**config.mk**
```make
export PLATFORM = sky130hd
export DESIGN_NAME = two_array_priority_scheduler_top
export DESIGN_NICKNAME = d
export VERILOG_FILES = /design/src/taps_pkg.sv /design/src/two_array_priority_scheduler_top.sv
export SDC_FILE = /design/constraint.sdc
export NUM_CORES = 2
export LEC_CHECK = 0
export ABC_AREA = 1
export BUFFER_PORTS_ARGS = -buffer_cell sky130_fd_sc_hd__buf_2
export CORE_UTILIZATION = 45
export DETAILED_ROUTE_END_ITERATION = 12
export PLACE_DENSITY = 0.63
export REMOVE_ABC_BUFFERS = 1
export SYNTH_ARGS = -nofsm -noshare
export SYNTH_HDL_FRONTEND = slang
export SYNTH_SLANG_ARGS = --single-unit
```
**constraint.sdc**
```tcl
create_clock -name clk -period 14.4 [get_ports clk]
set_input_delay 1.44 -clock clk [delete_from_list [all_inputs] [get_ports clk]]
set_output_delay 1.44 -clock clk [all_outputs]
set_load 0.05 [all_outputs]
```
**src/taps_pkg.sv**
```systemverilog
`timescale 1ns / 1ps
// Package for the two-bank priority scheduler.
// Sizes, opcodes and the bonus constants; no dependencies.
package taps_pkg;
  localparam int ProcSlots = 64;
  localparam int PrioLevels = 40;
  localparam int PidW = 6;
  localparam int LvlW = 6;
  localparam int QW = 7;
  localparam logic [3:0] BonusIdle = 4'd4;
  localparam logic [5:0] PrioCap = 6'd39;
  localparam logic OpInsert = 1'b0;
  localparam logic OpGet = 1'b1;
endpackage

```
**src/two_array_priority_scheduler_top.sv**
```systemverilog
`timescale 1ns / 1ps
// Top level of the two-bank priority scheduler.
// Uses taps_pkg. Holds the level memories, divider and scan sequencer.
//
// Usage: one input channel (in_valid/in_stall) carries a request word: insert
// (operation=0) or get (operation=1). One output channel (out_valid/
// out_stall) returns one result word per request. Requests are handled one at
// a time; in_stall stays high while a request is in progress or a result
// waits.
// Insert: a 36-step restoring divider forms sleep*10/(sleep+run), one
// quotient bit a cycle, then the level tables are updated and the result
// word is issued.
// Get: the active bank's valid bits are scanned one level a cycle (up to 40
// levels), then the other bank after a swap, followed by the table reads of
// the head and its link. The next request is taken only once the result
// word has been taken and the block is back in idle.
// Reset clears the bank pointer, all head/tail valid bits and the per-process
// last-bank bits at once; no clearing pass. A stalled result holds its value
// until taken; the next request is not taken before that.
module two_array_priority_scheduler_top (
  input  logic                 clk,
  input  logic                 rst,
  input  logic                 in_valid,
  output logic                 in_stall,
  input  logic                 operation,
  input  logic [5:0]           proc_id,
  input  logic [5:0]           base_priority,
  input  logic [31:0]          sleep_ticks,
  input  logic [31:0]          run_ticks,
  input  logic                 to_active,
  output logic                 out_valid,
  input  logic                 out_stall,
  output logic                 found,
  output logic [5:0]           out_proc_id,
  output logic                 out_bank,
  output logic [5:0]           out_dyn_priority
);
  import taps_pkg::*;

  typedef enum logic [7:0] {
    S_IDLE  = 8'b00000001,
    S_DIV   = 8'b00000010,
    S_INS   = 8'b00000100,
    S_SCAN  = 8'b00001000,
    S_RDH   = 8'b00010000,
    S_POP   = 8'b00100000,
    S_OUT   = 8'b01000000,
    S_WRT   = 8'b10000000
  } state_t;

  state_t state;

  // Request registers
  logic [PidW-1:0] pid;
  logic [5:0]      base;
  logic            to_act;
  logic            act_bank;
  logic            last_bank [ProcSlots];

  // Head/tail ids live in memories, validity in flip-flops
  logic [PidW-1:0] head_mem [2*PrioLevels];
  logic [PidW-1:0] tail_mem [2*PrioLevels];
  logic [PidW-1:0] next_mem [ProcSlots];
  logic            next_vld_mem [ProcSlots];
  logic [2*PrioLevels-1:0] head_vld;
  logic [2*PrioLevels-1:0] tail_vld;

  // Divider: numerator sleep*10 (36 bits), denominator sleep+run (33 bits)
  logic [35:0] num;
  logic [33:0] rem;
  logic [32:0] den;
  logic [3:0]  quo;
  logic [5:0]  div_cnt;
  logic [33:0] rem_sh;
  logic        idle_case;

  logic [QW-1:0]  q;
  logic [LvlW-1:0] lvl;
  logic            bank;
  logic            swapped;
  logic [PidW-1:0] rd_head;
  logic [PidW-1:0] rd_tail;
  logic [PidW-1:0] rd_next;
  logic            rd_next_vld;
  logic [6:0]      dsum;
  logic [6:0]      dclamp;

  assign rem_sh = {rem[32:0], num[35]};
  assign in_stall = (state != S_IDLE);
  assign q = bank ? QW'(lvl) + QW'(PrioLevels) : QW'(lvl);

  // Dynamic priority from the finished quotient
  always_comb begin
    dsum = {1'b0, base} + 7'(BonusIdle) - 7'(idle_case ? BonusIdle : quo);
    if (7'({1'b0, base}) + 7'(BonusIdle) < 7'(idle_case ? BonusIdle : quo)) dclamp = '0;
    else if (dsum > 7'(PrioCap)) dclamp = 7'(PrioCap);
    else dclamp = dsum;
  end

  // Table read ports, registered
  always_ff @(posedge clk) begin
    rd_head <= head_mem[q];
    rd_tail <= tail_mem[q];
    rd_next <= next_mem[rd_head];
    rd_next_vld <= next_vld_mem[rd_head];
  end

  // Sequencer
  always_ff @(posedge clk) begin
    if (rst) begin
      state <= S_IDLE;
      act_bank <= 1'b0;
      head_vld <= '0;
      tail_vld <= '0;
      out_valid <= 1'b0;
      for (int i = 0; i < ProcSlots; i++) last_bank[i] <= 1'b0;
    end else begin
      case (state)
        S_IDLE: begin
          if (in_valid) begin
            pid <= proc_id;
            base <= base_priority;
            to_act <= to_active;
            num <= {sleep_ticks, 3'b000} + {3'b000, sleep_ticks, 1'b0};
            den <= {1'b0, sleep_ticks} + {1'b0, run_ticks};
            idle_case <= (sleep_ticks == '0) && (run_ticks == '0);
            rem <= '0;
            quo <= '0;
            div_cnt <= '0;
            lvl <= '0;
            swapped <= 1'b0;
            if (operation == OpInsert) begin
              state <= S_DIV;
            end else begin
              bank <= act_bank;
              state <= S_SCAN;
            end
          end
        end
        S_DIV: begin
          // One quotient bit per cycle; quotient never exceeds 10 unless both tick counts are zero
          num <= {num[34:0], 1'b0};
          if (rem_sh >= {1'b0, den}) begin
            rem <= rem_sh - {1'b0, den};
            quo <= {quo[2:0], 1'b1};
          end else begin
            rem <= rem_sh;
            quo <= {quo[2:0], 1'b0};
          end
          div_cnt <= div_cnt + 6'd1;
          if (div_cnt == 6'd35) state <= S_WRT;
        end
        S_WRT: begin
          // Pick level and bank, let the table reads settle
          lvl <= dclamp[LvlW-1:0];
          bank <= to_act ? act_bank : ~last_bank[pid];
          state <= S_INS;
          div_cnt <= '0;
        end
        S_INS: begin
          // First cycle: clear own link while the tail read lands; then update
          if (div_cnt == 6'd0) begin
            next_vld_mem[pid] <= 1'b0;
            div_cnt <= 6'd1;
          end else begin
            if (!head_vld[q] || !tail_vld[q]) begin
              head_mem[q] <= pid;
              head_vld[q] <= 1'b1;
            end else begin
              next_mem[rd_tail] <= pid;
              next_vld_mem[rd_tail] <= 1'b1;
            end
            tail_mem[q] <= pid;
            tail_vld[q] <= 1'b1;
            found <= 1'b1;
            out_proc_id <= '0;
            out_bank <= bank;
            out_dyn_priority <= lvl;
            out_valid <= 1'b1;
            state <= S_OUT;
          end
        end
        S_SCAN: begin
          // One level of one bank per cycle
          if (head_vld[q]) begin
            state <= S_RDH;
          end else if (lvl == LvlW'(PrioLevels - 1)) begin
            lvl <= '0;
            if (!swapped) begin
              swapped <= 1'b1;
              act_bank <= ~act_bank;
              bank <= ~bank;
            end else begin
              found <= 1'b0;
              out_proc_id <= '0;
              out_bank <= act_bank;
              out_dyn_priority <= '0;
              out_valid <= 1'b1;
              state <= S_OUT;
            end
          end else begin
            lvl <= lvl + LvlW'(1);
          end
        end
        S_RDH: begin
          // rd_head now valid; next read lands next cycle
          state <= S_POP;
          div_cnt <= '0;
        end
        S_POP: begin
          if (div_cnt == 6'd0) begin
            div_cnt <= 6'd1;
          end else begin
            last_bank[rd_head] <= bank;
            head_mem[q] <= rd_next;
            head_vld[q] <= rd_next_vld;
            if (!rd_next_vld) tail_vld[q] <= 1'b0;
            found <= 1'b1;
            out_proc_id <= rd_head;
            out_bank <= act_bank;
            out_dyn_priority <= lvl;
            out_valid <= 1'b1;
            state <= S_OUT;
          end
        end
        S_OUT: begin
          if (!out_stall) begin
            out_valid <= 1'b0;
            state <= S_IDLE;
          end
        end
        default: state <= S_IDLE;
      endcase
    end
  end
endmodule

```
==> flow_metrics.py <==
metrics = {
    "synth": {
        "synth_top_area_share_pct": 61.75,
        "async_reset_ff_share_pct": 0,
        "synth_area_mm2": 0.07873,
        "yosysWarnings": 0,
        "yosysUniqueCellTypes": 54,
        "synth_edf_count": 1619,
        "postSynthAreaPerCell_um2": 11.12,
        "synthCells": 7077,
        "synth_commonest_cells": "1619 x edfxtp_1, 1371 x nand2_1, 813 x nor2_1",
        "yosysTopAreaCell": "edfxtp_1",
        "synth_ff_type": "edfxtp_1",
        "ys_seq_area_share_pct": 66.71,
        "synth_seq_cells": 1814,
        "synth_area_leaders": "edfxtp_1 62%, nand2_1 6.5%, dfxtp_1 5.0%",
        "synth.most_common_cell": "edfxtp_1",
    },
    "place": {
        "place.gp.congestion": 0.9666,
        "io_buffers": 97,
        "hpwl_um": 151300,
    },
    "critical_path": {
        "worstPathArrival_ps": 7290,
        "crit_buf_inv": 5,
        "cp_num_cells": 15,
        "worstPathRequired_ps": 14870,
        "cp_top_family": "simple AND/OR/NAND/NOR gates",
        "worstRegToRegCells": 15,
        "reg2reg_from": "lvl[2]",
        "cp_slowest_cell": "nand4_1",
        "critPathLaunch": "lvl[2]",
        "crit_path_cell_trace": "inv_2 -> nand2_2 -> nor2_4 -> buf_4 -> buf_4 -> nand2_1 -> nand4_1 -> o21ai_1 -> nand2_1 -> inv_2 -> nand3_2 -> nand3_2 -> inv_2 -> nand4_1 -> nor2_1",
        "cp_slowest_stage_delay_ps": 1110,
        "crit_path_start_kind": "flop",
        "path_max_fanout": 68,
        "cp-end-kind": "flop",
        "r2r_slack_ps": 7580,
        "crit_type": "flop to flop",
        "cpMostUsedCell": "inv_2",
    },
    "clock_tree": {
        "clock_path_buffers": 3,
        "h-tree-depth": 4,
        "path_clk_slew_ps": 70,
        "cts_root_buf": "clkbuf_16",
        "cts_tree": "done",
        "cts_setup_buffers": 0,
        "postCtsHoldBufs": 0,
        "cts_made_buffers": 185,
        "cts_sinks": 1814,
        "ctsResizeCount": 0,
        "clock_latency_ps": 830,
    },
    "sta": {
        "clock_skew_ps": 51.80,
        "slew_headroom_pct": 13.83,
        "max_clock_freq_mhz": 146.5,
        "drv_slew": 0,
        "fin_tns_setup_ps": 0,
        "rsz0062_at_grt": "false",
        "hold_viol_final": 0,
        "min_period_over_period_pct": 47.39,
        "setup_violations": 0,
        "worstMarginPinSlew_ps": 1281,
        "period_minus_slack_ps": 6824,
    },
    "routing": {
        "vias_per_cell": 5.887,
        "drc": 0,
        "ant_nets": 0,
        "drt-total-wl_um": 236900,
        "routedWlPerCell_um": 24.72,
        "drt_first_iter_violations": 7241,
        "first_pass_iters": 7,
        "vias": 56410,
    },
    "layout": {
        "drive_gt1_share_pct": 7.585,
        "layout.nets": 7277,
        "area_growth_syn_to_layout_pct": 11.79,
    },
    "power": {
        "finalPower_mw": 13.90,
        "p_leak_nw": 29.95,
        "powerDensity_mw_per_mm2": 158.0,
        "ir_drop_mv": 0.1231,
    },
    "grt": {
        "grt_max_degree": 124,
        "overflow": 0,
        "antenna_found_initial": 12,
        "grt_use_total_pct": 26.48,
        "grt_pass1_vias": 53830,
        "grt_pass1_wl_um": 349300,
    },
    "die": {
        "core_mm2": 0.1738,
        "die_area_mm2": 0.1766,
        "die_w_um": 420.3,
        "rows": 153,
        "start_util_pct": 45.29,
        "io_pins": 98,
        "fp.dieH_um": 420.3,
    },
    "outcome": {
        "outcome": "finished, final reports clean",
    },
    "min_path": {
        "hold_start": "head_vld[25]",
        "hold_class": "flop to flop",
        "hold_depth": 2,
    },
    "job": {
        "drv_cap": 0,
    },
}
==> worst register-to-register path, stage by stage (launching register included) <==
cell and delay, ps:
edfxtp_1 710, inv_2 370, nand2_2 180, nor2_4 130, buf_4 460, buf_4 670
nand2_1 140, nand4_1 140, o21ai_1 80, nand2_1 140, inv_2 50, nand3_2 270
nand3_2 340, inv_2 800, nand4_1 1160, nor2_1 830
==> flip-flops by register name, summed over array words and instances, names as in the netlist, 4 cells and up, named ones only <==
name              count
head_mem            480
tail_mem            480
next_mem            384
head_vld             80
last_bank            64
next_vld_mem         64
num                  35
den                  33
rem                  33
state                 8
base                  6
div_cnt               6
lvl                   6
out_dyn_priority      6
out_proc_id           6
pid                   6
rd_head               6
rd_next               6
rd_tail               6
quo                   4
==> report_power, final <==
| group | switching (mW) | internal (mW) | leakage [nW] |
|---|---|---|---|
| combinational | 2.09 | 0.728 | 10.7 |
| clock | 2.10 | 2.92 | 3.12 |
| sequential | 0.0883 | 5.98 | 16.1 |
==> layer usage <==
metal / vias to the layer above / share of wire, % / GRT usage (%)
li1: 25570 / - / -
met1: 27450 / 40 / 35.00
met2: 2832 / 47 / 42.38
met3: 550 / 8.5 / 4.597
met4: 16 / 5.1 / 12.63
met5: - / 0.058 / 0.1945
==> logic make-up after synthesis <==
| logic type | share of synthesized area (%) |
|---|---|
| buf+inv | 4.094 |
| fa+ha+maj | 1.755 |
| xor+xnor | 0.7788 |
| flops | 66.71 |
| compound gates | 11.59 |
| simple gates | 15.07 |
==> path summary, 6_finish.rpt <==
kind | endpoint
max | next_mem[27][2]
min | head_vld[25]
max reg2reg | next_mem[27][2]
min reg2reg | head_vld[25]
==> metrics by stage <==
| step | std cells | hold WS (ps) | util [%] | cell area, um2 | setup WS [ps] |
|---|---|---|---|---|---|
| 3_5_place_dp | 9225 | 452.1 | 46.93 | 81570 | 7773 |
| 6_report | 9582 | 458.9 | 50.63 | 88010 | 7576 |
| 3_3_place_gp | 9225 | 445.6 | 46.93 | 81570 | 8005 |
| 2_1_floorplan | 6714 | 433.1 | - | 77300 | 4514 |
| 5_1_grt | 9579 | 471.6 | 50.63 | 88000 | 7341 |
| 4_1_cts | 9576 | 461.1 | 50.62 | 88000 | 7775 |
==> cell type report <==
class	count	area, um2
Fill cell	15290	85810
Sequential cell	1814	52520
Multi-Input combinational cell	4421	23160
Clock buffer	225	4923
Tap cell	2325	2909
Inverter	479	1810
Clock inverter	126	1501
Timing Repair Buffer	186	1169
Antenna cell	6	15.01
==> cells in the final DEF, fill, tap and decap left out, types with 14 or more instances in the layout <==
master	count
nand3_1	252
nand2_1	1369
or2_2	16
nor3_1	88
inv_2	21
a22oi_1	198
a31oi_1	22
xor2_1	39
o21ai_0	381
buf_2	96
a21boi_0	34
clkbuf_16	188
clkbuf_1	29
a221oi_1	161
o2bb2ai_1	17
a21o_1	14
bufinv_16	26
a22o_1	100
ha_1	104
nor2_1	809
o211ai_1	26
inv_1	453
edfxtp_1	1619
xnor2_1	31
clkinv_2	39
nor4_1	27
o21a_1	60
clkinv_1	34
buf_4	89
a21oi_1	315
dfxtp_1	195
nand4_1	240
No activity file was read; power rests on OpenSTA's default activity.
